===== config.mk =====
export PLATFORM = sky130hd
export DESIGN_NAME = pulse_segmenter_area_peak_top
export DESIGN_NICKNAME = d
export VERILOG_FILES = /design/src/sv/pseg_pkg.sv /design/src/sv/pulse_segmenter_area_peak_top.sv /design/src/sv/pseg_cfg.sv /design/src/sv/pseg_core.sv
export SDC_FILE = /design/constraint.sdc
export NUM_CORES = 1
export LEC_CHECK = 0
export ABC_CLOCK_PERIOD_IN_PS = 8400
export CAP_MARGIN = 15
export CORE_MARGIN = 1
export CORE_UTILIZATION = 30
export CTS_BUF_LIST = sky130_fd_sc_hd__clkbuf_16
export CTS_CLUSTER_DIAMETER = 100
export CTS_CLUSTER_SIZE = 16
export DETAILED_ROUTE_END_ITERATION = 12
export DONT_BUFFER_PORTS = 1
export GPL_ROUTABILITY_DRIVEN = 0
export GPL_TIMING_DRIVEN = 0
export SLEW_MARGIN = 40
export SYNTH_ARGS = -nofsm -noshare
export SYNTH_HDL_FRONTEND = slang
export SYNTH_SLANG_ARGS = --single-unit

===== constraint.sdc =====
create_clock -name clk -period 8.4 [get_ports clk]
set_clock_uncertainty 0.05 [all_clocks]
set_input_delay 0.84 -clock clk [delete_from_list [all_inputs] [get_ports clk]]
set_output_delay 0.84 -clock clk [all_outputs]
set_load 0.05 [all_outputs]

===== src/sv/pseg_pkg.sv =====
// Shared types and constants for the pulse segmenter.
// No dependencies.
`default_nettype none
package pseg_pkg;

	localparam int RECORD_LENGTH = 4096;
	localparam int SAMPLE_W = 16;
	localparam int IDX_W = 12;
	localparam int AREA_W = 28;
	localparam int RUN_W = 8;
	localparam int CFG_IDX_W = 3;

	typedef enum logic [CFG_IDX_W-1:0] {
		REG_TRIGGER_LEVEL = 3'd0,
		REG_PEDESTAL_LEVEL = 3'd1,
		REG_QUIET_UPPER = 3'd2,
		REG_QUIET_RUN_LENGTH = 3'd3
	} cfg_reg_t;

	typedef struct packed {
		logic signed [SAMPLE_W-1:0] trigger_level;
		logic signed [SAMPLE_W-1:0] pedestal_level;
		logic signed [SAMPLE_W-1:0] quiet_upper;
		logic [RUN_W-1:0] quiet_run_length;
	} cfg_t;

	typedef struct packed {
		logic [IDX_W-1:0] start_index;
		logic [IDX_W-1:0] end_index;
		logic [AREA_W-1:0] area;
		logic signed [SAMPLE_W-1:0] peak;
		logic complete;
	} result_t;

endpackage
`default_nettype wire


===== src/sv/pulse_segmenter_area_peak_top.sv =====
// Channel  | Dir | Handshake            | Word
// ---------+-----+----------------------+---------------------------------------
// in       | in  | in_valid / in_stall  | sample, record_last
// out      | out | out_valid / out_stall| start_index, end_index, area, peak, complete
// cfg      | in  | cfg_wr_en            | cfg_index, cfg_data
//
// One word per cycle sustained while no stalled result holds the input stage.
// Words go through an input register, then the tracking logic into the result register.
// A stalled result holds the input stage; the input stage still takes a word while empty.
// Reset clears the pulse state and loads the register defaults; no clearing pass.
// Top level of the pulse segmenter. Depends on pseg_pkg, pseg_cfg and pseg_core.
`default_nettype none
module pulse_segmenter_area_peak_top (
	input wire logic clk,
	input wire logic arst_n,
	input wire logic cfg_wr_en,
	input wire logic [pseg_pkg::CFG_IDX_W-1:0] cfg_index,
	input wire logic [pseg_pkg::SAMPLE_W-1:0] cfg_data,
	input wire logic in_valid,
	output logic in_stall,
	input wire logic signed [pseg_pkg::SAMPLE_W-1:0] sample,
	input wire logic record_last,
	output logic out_valid,
	input wire logic out_stall,
	output logic [pseg_pkg::IDX_W-1:0] start_index,
	output logic [pseg_pkg::IDX_W-1:0] end_index,
	output logic [pseg_pkg::AREA_W-1:0] area,
	output logic signed [pseg_pkg::SAMPLE_W-1:0] peak,
	output logic complete
);
	import pseg_pkg::*;

	cfg_t cfg;
	result_t res, res_q;
	logic res_valid;
	logic valid_s1, adv_s1;
	logic signed [SAMPLE_W-1:0] sample_s1;
	logic record_last_s1;
	logic out_valid_q;

	pseg_cfg u_cfg (
		.clk(clk),
		.arst_n(arst_n),
		.cfg_wr_en(cfg_wr_en),
		.cfg_index(cfg_index),
		.cfg_data(cfg_data),
		.cfg(cfg)
	);

	// advance the input stage whenever the result register is free or draining
	assign adv_s1 = valid_s1 && (!out_valid_q || !out_stall);
	assign in_stall = valid_s1 && !adv_s1;

	always_ff @(posedge clk or negedge arst_n) begin
		if (!arst_n) begin
			valid_s1 <= 1'b0;
		end else if (!in_stall) begin
			valid_s1 <= in_valid;
		end
	end

	always_ff @(posedge clk) begin
		if (in_valid && !in_stall) begin
			sample_s1 <= sample;
			record_last_s1 <= record_last;
		end
	end

	pseg_core u_core (
		.clk(clk),
		.arst_n(arst_n),
		.cfg(cfg),
		.step(adv_s1),
		.sample_s1(sample_s1),
		.record_last_s1(record_last_s1),
		.res_valid(res_valid),
		.res(res)
	);

	always_ff @(posedge clk or negedge arst_n) begin
		if (!arst_n) begin
			out_valid_q <= 1'b0;
		end else if (adv_s1) begin
			out_valid_q <= res_valid;
		end else if (!out_stall) begin
			out_valid_q <= 1'b0;
		end
	end

	always_ff @(posedge clk) begin
		if (adv_s1 && res_valid) begin
			res_q <= res;
		end
	end

	assign out_valid = out_valid_q;
	assign start_index = res_q.start_index;
	assign end_index = res_q.end_index;
	assign area = res_q.area;
	assign peak = res_q.peak;
	assign complete = res_q.complete;
endmodule
`default_nettype wire


===== src/sv/pseg_cfg.sv =====
// Configuration register file for the pulse segmenter.
// Depends on pseg_pkg.
`default_nettype none
module pseg_cfg (
	input wire logic clk,
	input wire logic arst_n,
	input wire logic cfg_wr_en,
	input wire logic [pseg_pkg::CFG_IDX_W-1:0] cfg_index,
	input wire logic [pseg_pkg::SAMPLE_W-1:0] cfg_data,
	output pseg_pkg::cfg_t cfg
);
	import pseg_pkg::*;

	cfg_t cfg_q;

	always_ff @(posedge clk or negedge arst_n) begin
		if (!arst_n) begin
			cfg_q.trigger_level <= -16'sd100;
			cfg_q.pedestal_level <= -16'sd50;
			cfg_q.quiet_upper <= 16'sd20;
			cfg_q.quiet_run_length <= 8'd18;
		end else if (cfg_wr_en) begin
			unique case (cfg_reg_t'(cfg_index))
				REG_TRIGGER_LEVEL: cfg_q.trigger_level <= cfg_data;
				REG_PEDESTAL_LEVEL: cfg_q.pedestal_level <= cfg_data;
				REG_QUIET_UPPER: cfg_q.quiet_upper <= cfg_data;
				REG_QUIET_RUN_LENGTH: cfg_q.quiet_run_length <= cfg_data[RUN_W-1:0];
				default: ;
			endcase
		end
	end

	assign cfg = cfg_q;
endmodule
`default_nettype wire


===== src/sv/pseg_core.sv =====
// Per-sample pulse tracking: trigger, quiet-run count, area and peak.
// Depends on pseg_pkg. Updates its state on every step pulse.
`default_nettype none
module pseg_core (
	input wire logic clk,
	input wire logic arst_n,
	input wire pseg_pkg::cfg_t cfg,
	input wire logic step,
	input wire logic signed [pseg_pkg::SAMPLE_W-1:0] sample_s1,
	input wire logic record_last_s1,
	output logic res_valid,
	output pseg_pkg::result_t res
);
	import pseg_pkg::*;

	localparam logic [AREA_W-1:0] AREA_MAX = {AREA_W{1'b1}};
	localparam logic [31:0] LAST_IDX = 32'(RECORD_LENGTH - 1);

	function automatic logic [AREA_W-1:0] sat_add(input logic [AREA_W-1:0] a,
			input logic [AREA_W-1:0] b);
		logic [AREA_W:0] s;
		s = {1'b0, a} + {1'b0, b};
		return s[AREA_W] ? AREA_MAX : s[AREA_W-1:0];
	endfunction

	logic [IDX_W-1:0] sample_index_q, pulse_start_q, quiet_begin_q;
	logic in_pulse_q;
	logic [RUN_W-1:0] quiet_count_q;
	logic [AREA_W-1:0] area_sum_q, quiet_area_q;
	logic signed [SAMPLE_W-1:0] peak_min_q, quiet_min_q;

	logic [IDX_W-1:0] sample_index_d, pulse_start_d, quiet_begin_d;
	logic in_pulse_d;
	logic [RUN_W-1:0] quiet_count_d;
	logic [AREA_W-1:0] area_sum_d, quiet_area_d;
	logic signed [SAMPLE_W-1:0] peak_min_d, quiet_min_d;

	logic last, trig, active, quiet, done;
	logic [RUN_W-1:0] need, qc_base, qc_inc;
	logic [AREA_W-1:0] area_base, qa_base, area_fold, mag28;
	logic signed [SAMPLE_W-1:0] peak_base, qmin_base, peak_fold;
	logic signed [SAMPLE_W:0] sx;
	logic [SAMPLE_W:0] mag;

	always_comb begin
		last = record_last_s1 || ({{(32-IDX_W){1'b0}}, sample_index_q} == LAST_IDX);
		need = (cfg.quiet_run_length == '0) ? RUN_W'(1) : cfg.quiet_run_length;
		sx = {sample_s1[SAMPLE_W-1], sample_s1};
		mag = sample_s1[SAMPLE_W-1] ? $unsigned(-sx) : $unsigned(sx);
		mag28 = {{(AREA_W-SAMPLE_W-1){1'b0}}, mag};

		trig = !in_pulse_q && (sample_s1 <= cfg.trigger_level);
		active = in_pulse_q || trig;
		quiet = (sample_s1 >= cfg.pedestal_level) && (sample_s1 < cfg.quiet_upper);

		// a fresh pulse starts from cleared accumulators
		qc_base = trig ? '0 : quiet_count_q;
		area_base = trig ? '0 : area_sum_q;
		peak_base = trig ? '0 : peak_min_q;

		qa_base = (qc_base == '0) ? '0 : quiet_area_q;
		qmin_base = (qc_base == '0) ? '0 : quiet_min_q;
		qc_inc = qc_base + RUN_W'(1);
		done = active && quiet && (qc_inc >= need);

		// broken quiet run folds back into the pulse
		area_fold = (qc_base != '0) ? sat_add(area_base, quiet_area_q) : area_base;
		peak_fold = ((qc_base != '0) && (quiet_min_q < peak_base)) ? quiet_min_q : peak_base;

		sample_index_d = last ? '0 : sample_index_q + IDX_W'(1);
		in_pulse_d = in_pulse_q;
		pulse_start_d = pulse_start_q;
		quiet_begin_d = quiet_begin_q;
		quiet_count_d = quiet_count_q;
		area_sum_d = area_sum_q;
		quiet_area_d = quiet_area_q;
		peak_min_d = peak_min_q;
		quiet_min_d = quiet_min_q;

		res_valid = 1'b0;
		res.start_index = trig ? sample_index_q : pulse_start_q;
		res.end_index = '0;
		res.area = '0;
		res.peak = '0;
		res.complete = 1'b0;

		if (active) begin
			in_pulse_d = 1'b1;
			pulse_start_d = res.start_index;
			area_sum_d = area_base;
			peak_min_d = peak_base;
			if (quiet) begin
				quiet_begin_d = (qc_base == '0) ? sample_index_q : quiet_begin_q;
				quiet_area_d = sat_add(qa_base, mag28);
				quiet_min_d = (sample_s1 < qmin_base) ? sample_s1 : qmin_base;
				quiet_count_d = qc_inc;
				if (done) begin
					res_valid = 1'b1;
					res.end_index = quiet_begin_d;
					res.area = area_base;
					res.peak = peak_base;
					res.complete = 1'b1;
					in_pulse_d = 1'b0;
					quiet_count_d = '0;
				end
			end else begin
				quiet_count_d = '0;
				area_sum_d = sat_add(area_fold, mag28);
				peak_min_d = (sample_s1 < peak_fold) ? sample_s1 : peak_fold;
			end
		end

		// record end with pulse still open: report it incomplete
		if (last && in_pulse_d) begin
			res_valid = 1'b1;
			in_pulse_d = 1'b0;
			quiet_count_d = '0;
		end
	end

	always_ff @(posedge clk or negedge arst_n) begin
		if (!arst_n) begin
			sample_index_q <= '0;
			in_pulse_q <= 1'b0;
			pulse_start_q <= '0;
			quiet_count_q <= '0;
			quiet_begin_q <= '0;
			area_sum_q <= '0;
			quiet_area_q <= '0;
			peak_min_q <= '0;
			quiet_min_q <= '0;
		end else if (step) begin
			sample_index_q <= sample_index_d;
			in_pulse_q <= in_pulse_d;
			pulse_start_q <= pulse_start_d;
			quiet_count_q <= quiet_count_d;
			quiet_begin_q <= quiet_begin_d;
			area_sum_q <= area_sum_d;
			quiet_area_q <= quiet_area_d;
			peak_min_q <= peak_min_d;
			quiet_min_q <= quiet_min_d;
		end
	end
endmodule
`default_nettype wire


==> results of run 1 <==
==> flip-flops by register name, indices dropped and copies added, names as in the netlist, 8 cells and up <==
register               count
u_core.quiet_count_q       8
u_core.pulse_start_q      12
end_index                 12
sample_s1                 16
start_index               12
u_core.quiet_begin_q      12
u_core.quiet_area_q       28
u_core.sample_index_q     12
area                      28
u_cfg.cfg                 56
u_core.area_sum_q         28
u_core.peak_min_q         16
u_core.quiet_min_q        16
peak                      16
==> final cells by class <==
cell class,instances,area [sq um]
Clock buffer,22,551
Timing Repair Buffer,41,388
Multi-Input combinational cell,1431,10000
Buffer,79,364
Inverter,120,450
Clock inverter,18,116
Antenna cell,4,10.0
Tap cell,773,967
Fill cell,5919,38700
Sequential cell,277,7400
==> what timing repair did <==
| item | CTS | global route |
|---|---|---|
| buffers inserted | 27 | 7 |
| endpoints found under the setup margin | 178 | 66 |
| endpoints found under the hold margin | 162 | 0 |
| hold buffers | 1 | 0 |
| pin swaps | 20 | 21 |
| gates resized for setup | 56 | 38 |
==> worst paths after layout <==
check | endpoint | slack [ns]
min in group clk | sample_s1[7] | 0.30
hold / removal | u_cfg.cfg[44] | 0.1
max in group asynchronous | u_cfg.cfg[20] | 7.29
hold reg to reg | u_core.peak_min_q[9] | 0.44
setup reg to reg | u_core.area_sum_q[26] | 0.19
setup / recovery | u_core.area_sum_q[26] | 0.19
==> critical path: cells and delay by family (launching register included) <==
kind / cells / cell delay [ns]
fa+ha+maj: 3 / 0.83
flops: 1 / 0.52
compound gates: 10 / 2.51
simple gates: 9 / 2.39
buf+inv: 9 / 1.75
==> cell families (layout without fill, tap and decap cells) <==
kind of cell               after synthesis  count (layout)
AOI/OAI and AO/OA                      540             540
adders and majority gates              169             169
xor gates and xnor gates                76              76
DFF                                    277             277
buffers and inverters                  201             280
muxes                                   40              40
other                                    1               6
and+or+nand+nor                        604             604
==> placed cells by master (no fill, tap or decap), types with 34 or more instances in the layout <==
cell type / n
dfrtp_1: 162
nor2_1: 142
mux2_2: 37
a21o_1: 45
nand3_1: 47
clkbuf_1: 50
buf_4: 34
xnor2_1: 42
xor2_1: 34
o21ai_0: 115
a221o_1: 35
ha_1: 161
a21oi_1: 123
inv_1: 134
edfxtp_1: 86
nand2_1: 238
==> routing by layer <==
metal,vias up,global-route usage,wire length (um)
met3,130,0.0337,3620
met4,12,0.0707,2020
met5,-,0,69
met2,559,0.296,25800
li1,7069,-,-
met1,7457,0.232,24000
==> power groups by stage <==
stage / Combinational [uW] / Clock [uW] / Sequential (uW)
5_1_grt: 3920 / 1100 / 2160
6_report: 3580 / 1030 / 2130
3_5_place_dp: 3250 / 0 / 2160
2_1_floorplan: 2450 / 0 / 2080
4_1_cts: 3430 / 1060 / 2120
3_3_place_gp: 3140 / 0 / 2160
==> through the flow <==
| step | util | hold slack (ns) | instance area [sq um] | std cells | worst slack (ns) |
|---|---|---|---|---|---|
| CTS | 0.340 | 0.0442 | 20000 | 2753 | 0.000631 |
| global route | 0.344 | 0.0567 | 20300 | 2764 | -0.0120 |
| floorplan | - | 0.399 | 17800 | 1909 | 0.111 |
| finish | 0.344 | 0.0960 | 20300 | 2765 | 0.191 |
| global placement | 0.319 | 0.413 | 18800 | 2682 | -3.59 |
| detailed placement | 0.321 | 0.420 | 18900 | 2687 | -3.24 |
==> impl_results.md, run 1 <==
- Post-synth top area cell: dfrtp_1
- Pint: 3630 uW
- Sw Pwr: 3110 uW
- Final Hold Vio Count: 0
- Worst-Margin Slew: 0.839 ns
- Post-synthesis sequential area ratio: 0.415
- Final WL: 55.5 mm
- Vias per cell: 5.51
- Mapped cell area: 17,800 sq um
- Combinational share of power: 0.531
- Via count: 15,200
- Critical Path End Type: flip-flop
- Sinks on Clock Net: 277
- Synth top area cells: dfrtp_1 (23%), edfxtp_1 (14%), ha_1 (12%), nand2_1 (5.1%), dfstp_2 (4.3%)
- Gr usage total: 0.180
- Sw Share: 0.461
- Layout cell share with drive strength beyond 1: 0.113
- Cts bufs inserted: 22
- Dominant cell by count in the synthesized netlist: nand2_1
- Fmax: 0.122 GHz
- Hold Crit Class: in -> async
- Die area: 60,400 sq um
- DIE HEIGHT: 246 um
- Rows: 89
- Vias in the first global route: 14,800
- WP data required: 8.81 ns
- H-tree depth: 1
- Reg2reg path depth: 31
- Initial antenna violation count: 10
- CP Max Fanout: 10
- Worst path arrival time: 8.62 ns
- ANT nets after route: 0
- Clock power frac: 0.153
- Synth Area in XOR/XNOR: 0.0373
- CP peak stage delay: 0.53 ns
- Largest net degree at the start of global routing: 163
- GRT Residual Overflow: 0
- Io pins: 112
- Ys async rst share: 0.690
- First-pass DRT Iterations: 6
- Post-synthesis simple-gate area fraction: 0.156
- Initial cell density of the core: 0.303
- Synth Instances: 1,908
- Synth Warn #: 0
- Largest family of logic cells by synthesized area: compound AO/OA/AOI/OAI gates
- Pleak: 0.00884 uW
- Compound-cell area share of the yosys netlist: 0.204
- First-pass GRT wire length: 85.2 mm
- Reg power frac: 0.316
- Nets: 2,182
- Ys flop type: dfrtp_1
- Adder-cell share of the synthesized area: 0.120
- # port buffers: 0
- Remaining DRCs: 0
- TritonCTS clock tree: built
- WL/cell: 20.1 um
- Slowest CP cell: or4b_4
- Final setup viols: 0
- Clk_lat worst skew: 0.58 ns
- Final worst path period need: 8.21 ns
- Share of the synthesized area in the top cell type: 0.227
- Pwr Total: 6740 uW
- Top cells by count, synth: nand2_1 (244), ha_1 (166), dfrtp_1 (162)
- CTS max path bufs: 3
- Relative max-transition margin: 0.441
- Crit share post-route: 0.977
- Max-cap violations: 0
- Horiz. Die Dim: 246 um
- Post-synthesis mux area share: 0.0250
- Syn Area/Cell: 9.35 sq um
- EDFF count, synth: 86
- Worst-path clk slew: 0.09 ns
- Peak supply drop: 0.174 mV
- Initial DRC count: 1,332
- Syn-to-layout area delta: 13.6%
- Clock Tree Root: clkbuf_16
- Post-synthesis cell type count: 88
- Status: finished, final reports clean
- Setup crit start: u_cfg.cfg[47]
- PwrDens: 333 nW/um^2
- Type of origin of the critical path: flip-flop
- Reg2reg start: u_cfg.cfg[47]
- #FFs+latches synth: 277
- Core box area: 58,900 sq um
- DP HPWL: 41.1 mm
- Max-slew violations: 0
- Setup TNS: 0 ns
- WS Path Type: reg -> reg
No activity file was read; power rests on OpenSTA's default activity.
==> run 2, diff against run 1 <==
Settings changed: CTS_BUF_LIST sky130_fd_sc_hd__clkbuf_16 to sky130_fd_sc_hd__clkbuf_4.
==> impl_results.md, run 2 (synthesized netlist as in run 1, its figures left out) <==
- WP data required: 9.05 ns (+0.24 ns)
- Sinks on Clock Net: 277 (unchanged)
- Vias in the first global route: 14,900 (+0.26%)
- Reg2reg start: u_cfg.cfg[47]
- Design area: 20,100 sq um (-0.81%)
- TritonCTS clock tree: built
- Io pins: 112 (unchanged)
- Grt met2 use: 0.295 (-0.00116)
- Final Hold Vio Count: 0 (unchanged)
- Gr usage total: 0.179 (-0.00150)
- WS Path Type: reg -> reg
- Final WL: 55.1 mm (-0.66%)
- Vias per cell: 5.50 (about the same)
- Met3 usage: 0.0306 (-0.00316)
- Worst path arrival time: 8.78 ns (+0.16 ns)
- Final worst path period need: 8.14 ns (-0.0723 ns)
- Via count: 15,300 (+0.63%)
- ANT nets after route: 0 (unchanged)
- Commonest non-fill, non-tap cell in the layout: nand2_1
- Setup crit start: u_cfg.cfg[47]
- Pleak: 0.00874 uW (-1.1%)
- Met1 GRT Util: 0.231 (-0.000736)
- DIE HEIGHT: 246 um (unchanged)
- Family with the most delay on the worst path: compound AO/OA/AOI/OAI gates
- Initial cell density of the core: 0.303 (unchanged)
- Reg-to-Reg End: u_core.area_sum_q[26]
- Cts bufs inserted: 22 (unchanged)
- # port buffers: 0 (unchanged)
- Status: finished, final reports clean
- R2R Setup Slk: 0.26 ns (+0.07 ns)
- Core box area: 58,900 sq um (unchanged)
- Horiz. Die Dim: 246 um (unchanged)
- Cell count along the critical path: 33 (+6.5%)
- Nets: 2,202 (+0.92%)
- CP peak stage delay: 0.55 ns (+0.02 ns)
- Peak supply drop: 0.132 mV (-24%)
- Critical Path End Type: flip-flop
- Final setup viols: 0 (unchanged)
- Rows: 89 (unchanged)
- H-tree depth: 1 (unchanged)
- Relative max-transition margin: 0.429 (-0.0113)
- Clk_lat worst skew: 0.82 ns (+0.24 ns)
- Clock Tree Root: clkbuf_4
- WP buf/inv: 7 (-2)
- Crit path to: u_core.area_sum_q[26]
- First-pass GRT wire length: 84.7 mm (-0.62%)
- Initial DRC count: 1,341 (+0.68%)
- CP Max Fanout: 10 (unchanged)
- Initial antenna violation count: 9 (-1)
- Die area: 60,400 sq um (unchanged)
- Most frequent cells in the layout: nand2_1 (240), dfrtp_1 (162), ha_1 (160)
- Remaining DRCs: 0 (unchanged)
- WL/cell: 19.8 um (-1.3%)
- Max-slew violations: 0 (unchanged)
- DP HPWL: 41.1 mm (unchanged)
- Cell Area, Placed: 18,900 sq um (unchanged)
- Largest net degree at the start of global routing: 192 (+18%)
- GRT Residual Overflow: 0 (unchanged)
- First-pass DRT Iterations: 5 (-1)
- Worst-Margin Slew: 0.851 ns (+0.0124 ns)
- Reg2reg path depth: 33 (+6.5%)
- CTS max path bufs: 3 (unchanged)
- Slowest CP cell: dfstp_2
- Worst-path clk slew: 0.20 ns (+0.11 ns)
- Largest register FFs: 56 (unchanged)
- Crit share post-route: 0.969 (-0.00860)
- Busiest layer in global routing: met2
- Type of origin of the critical path: flip-flop
- Syn-to-layout area delta: 12.7%
- PwrDens: 319 nW/um^2 (-4.0%)
- Hold Crit Class: in -> reg
- Layout cell share with drive strength beyond 1: 0.121 (+0.00784)
- Max-cap violations: 0 (unchanged)
- Worst-case hold slack: 0.0617 ns (-0.0343 ns)
- Fmax: 0.123 GHz (+0.89%)
==> run 2: changes by cell type in the layout (fill, tap and decap cells not counted), moves of 5 or more <==
cell	before	now
buf_4	34	39
dlygate4sd3_1	0	16
clkbuf_16	22	0
clkbuf_4	3	39
inv_1	134	120
==> run 2: timing repair <==
item	4_1_cts	5_1_grt
gates resized for setup	55	41
hold buffers	16	1
setup endpoints to repair	178	76
hold endpoints to repair	206	99
buffers inserted	29	9
pin swaps	19	21
==> run 2: cell type report <==
| type | instances | area [sq um] |
|---|---|---|
| antenna | 3 | 7.51 |
| buffer | 79 | 360 |
| clock buffer | 36 | 270 |
| clock inverter | 4 | 42.5 |
| fill | 5948 | 38800 |
| inverter | 120 | 450 |
| multi-input combinational | 1431 | 10000 |
| sequential | 277 | 7400 |
| tap | 773 | 967 |
| timing repair buffer | 61 | 578 |
==> run 2: power by group <==
| group | leakage [uW] | internal [uW] | switching, uW |
|---|---|---|---|
| registers | 0.00323 | 1740 | 388 |
| clock network | 0.000186 | 203 | 478 |
| logic | 0.00533 | 1430 | 2180 |
==> run 2: metal layers <==
metal / part of all wire / up-vias / wire length, um
li1: - / 7108 / -
met1: 0.43 / 7491 / 23800
met2: 0.47 / 578 / 25600
met3: 0.065 / 132 / 3590
met4: 0.035 / 14 / 1930
met5: 0.0016 / - / 89
==> run 2: worst min-delay path by stage <==
stage | from | end | depth (start not counted)
final | cfg_data[7] | u_cfg.cfg[47] | 2
after global routing | cfg_data[2] | u_cfg.cfg[42] | 2
after CTS | cfg_data[1] | u_cfg.cfg[25] | 2
after detailed placement | u_core.peak_min_q[9] | u_core.peak_min_q[9] | 2
after global placement | u_core.peak_min_q[14] | u_core.peak_min_q[14] | 2
after floorplan | u_core.peak_min_q[14] | u_core.peak_min_q[14] | 2
==> run 2: through the flow <==
| stage | utilization | cells | setup WS, ns | TNS [ns] | power, uW |
|---|---|---|---|---|---|
| after floorplan | - | 1909 | 0.111 | 0 | 4530 |
| after global placement | 0.319 | 2682 | -3.59 | -455.03 | 5310 |
| after detailed placement | 0.321 | 2687 | -3.24 | -215.03 | 5410 |
| after CTS | 0.337 | 2770 | 0.000223 | 0 | 6270 |
| after global routing | 0.341 | 2784 | -0.0438 | -0.0679 | 6860 |
| final | 0.341 | 2784 | 0.263 | 0 | 6420 |
==> run 3, diff against run 2 <==
Settings changed: ABC_CLOCK_PERIOD_IN_PS 8400 to 7600.
Clock period 8.4 ns to 7.6 ns, I/O delays scaled along.
==> impl_results.md, run 3 (synthesized netlist as in run 1, its figures left out) <==
- Rows: 89 (unchanged)
- Clock power frac: 0.095 (-0.011)
- Pwr Total: 7570 uW (+18%)
- Die area: 60,400 sq um (unchanged)
- Reg2reg start: sample_s1[15]
- Vias per cell: 5.47 (-0.71%)
- Hold Crit Class: in -> reg
- Pint: 4010 uW (+19%)
- CP Max Fanout: 5 (-5)
- Most frequent cells in the layout: nand2_1 (223), dfrtp_1 (162), ha_1 (147)
- Syn-to-layout area delta: 18.7%
- R2R Setup Slk: -0.17 ns (-0.44 ns)
- Most common cell type on the critical path: ha_4
- Final Util: 0.359 (+0.0184)
- Type of origin of the critical path: flip-flop
- Place WS: -2.68 ns (+0.561 ns)
- Worst path arrival time: 8.46 ns (-0.32 ns)
- RSZ-0062 raised after global routing: true
- Worst Slack Setup Final: -0.172 ns (-0.435 ns)
- Core box area: 58,900 sq um (unchanged)
- Reg-to-Reg End: u_core.area_sum_q[26]
- TritonCTS clock tree: built
- Fillers: 5,819 (-2.2%)
- Initial cell density of the core: 0.303 (unchanged)
- Gr usage total: 0.185 (+0.00611)
- Slowest CP cell: edfxtp_1
- Sw Pwr: 3550 uW (+17%)
- Remaining DRCs: 0 (unchanged)
- # port buffers: 0 (unchanged)
- Setup TNS: -0.557 ns (-0.557 ns)
- Io pins: 112 (unchanged)
- Fmax: 0.129 GHz (+4.7%)
- Vias in the first global route: 15,200 (+2.0%)
- Layout cell share with drive strength beyond 1: 0.170 (+0.0493)
- WS Path Type: reg -> reg
- Max-cap violations: 0 (unchanged)
- Worst-Margin Slew: 0.811 ns (-0.0403 ns)
- Sw Share: 0.470 (-0.00522)
- Largest net degree at the start of global routing: 192 (unchanged)
- Max-slew violations: 0 (unchanged)
- Hold Path Sink: u_cfg.cfg[14]
- Worst-path clk slew: 0.20 ns (about the same)
- Worst hold path depth: 2 (unchanged)
- Relative max-transition margin: 0.452 (+0.0224)
- Largest register FFs: 56 (unchanged)
- Cts bufs inserted: 21 (-4.5%)
- H-tree depth: 1 (unchanged)
- Status: finished, violations left
- Placed cells: 2,687 (unchanged)
- Clock Tree Root: clkbuf_4
- DIE HEIGHT: 246 um (unchanged)
- Violated checks: negative setup slack
- Pleak: 0.00917 uW (+5.0%)
- Via count: 15,600 (+1.6%)
- Final Hold Vio Count: 0 (unchanged)
- Reg2reg path depth: 33 (unchanged)
- Initial DRC count: 1,366 (+1.9%)
- First-pass GRT wire length: 87.9 mm (+3.7%)
- WP data required: 8.29 ns (-0.76 ns)
- Crit share post-route: 1.02 (+0.0540)
- PwrDens: 357 nW/um^2 (+12%)
- Non-Filler Instances: 2,849 (+2.3%)
- WL/cell: 19.9 um (+0.64%)
- Final setup viols: 5 (+5)
- Final WL: 56.7 mm (+3.0%)
- Sinks on Clock Net: 277 (unchanged)
- Final worst path period need: 7.77 ns (-0.365 ns)
- Combinational share of power: 0.592 (+0.029)
- CTS max path bufs: 3 (unchanged)
- Reg power frac: 0.313 (-0.018)
- Clk_lat worst skew: 0.82 ns (about the same)
- First-pass DRT Iterations: 7 (+2)
- Critical Path End Type: flip-flop
- GRT Residual Overflow: 0 (unchanged)
- Peak supply drop: 0.186 mV (+41%)
- Horiz. Die Dim: 246 um (unchanged)
- ANT nets after route: 0 (unchanged)
- Commonest non-fill, non-tap cell in the layout: nand2_1
- Nets: 2,270 (+3.1%)
- DP HPWL: 41.1 mm (+0.15%)
- CP peak stage delay: 0.54 ns (about the same)
- Initial antenna violation count: 4 (-5)
- Hold_sp: cfg_data[6]
## run 3: worst max-delay path by stage
| stage | from | endpoint | slack [ns] |
|---|---|---|---|
| floorplan | sample_s1[5] | u_core.area_sum_q[26] | -0.14 |
| global placement | sample_s1[15] | u_core.quiet_area_q[9] | -2.96 |
| detailed placement | sample_s1[15] | u_core.quiet_area_q[8] | -2.68 |
| CTS | sample_s1[9] | u_core.area_sum_q[27] | -0.35 |
| global route | u_cfg.cfg[55] | u_core.area_sum_q[26] | -0.43 |
| finish | sample_s1[15] | u_core.area_sum_q[26] | -0.17 |
## run 3: power by group through the flow
stage,clock network [uW],registers (uW),logic (uW)
finish,721,2370,4480
global route,800,2410,4880
detailed placement,0,2390,3610
CTS,755,2350,4100
floorplan,0,2290,2730
global placement,0,2390,3490
## run 3: timing repair
action	CTS	global route
hold buffers	36	0
pin swaps	59	53
setup buffers	62	25
gates cloned	1	0
setup endpoints to repair	178	83
endpoints found under the hold margin	255	0
resized for setup	106	100
## run 3: cell type report
class                           count  area (sq um)  area share
Inverter                          120           450      0.0213
Antenna cell                        3          7.51    0.000355
Sequential cell                   277          7400       0.349
Multi-Input combinational cell   1431         10400       0.491
Clock buffer                       33           248      0.0117
Tap cell                          773           967      0.0457
Clock inverter                      3          17.5    0.000827
Timing Repair Buffer              130          1210      0.0573
Buffer                             79           478      0.0226
## run 3: critical path: cells and delay by family, from the launching register on
family | cells | cell delay, ns
AO/OA/AOI/OAI | 11 | 2.31
adder cells (fa/ha/maj) | 4 | 1.16
buffers and inverters | 6 | 0.82
flip-flops | 1 | 0.54
AND/OR/NAND/NOR | 12 | 2.80
## run 3: metrics by stage
stage | cell area [sq um] | hold slack, ns
finish | 21200 | 0.0531
global route | 21200 | 0.0173
CTS | 20600 | 0.0000384
detailed placement | 19000 | 0.420
global placement | 18900 | 0.413
floorplan | 17900 | 0.399
## run 3: per-layer routing
| layer | wire [um] | track usage |
|---|---|---|
| met2 | 26000 | 0.300 |
| met5 | 9 | 0 |
| met3 | 4190 | 0.0301 |
| met1 | 24300 | 0.244 |
| met4 | 2270 | 0.0736 |
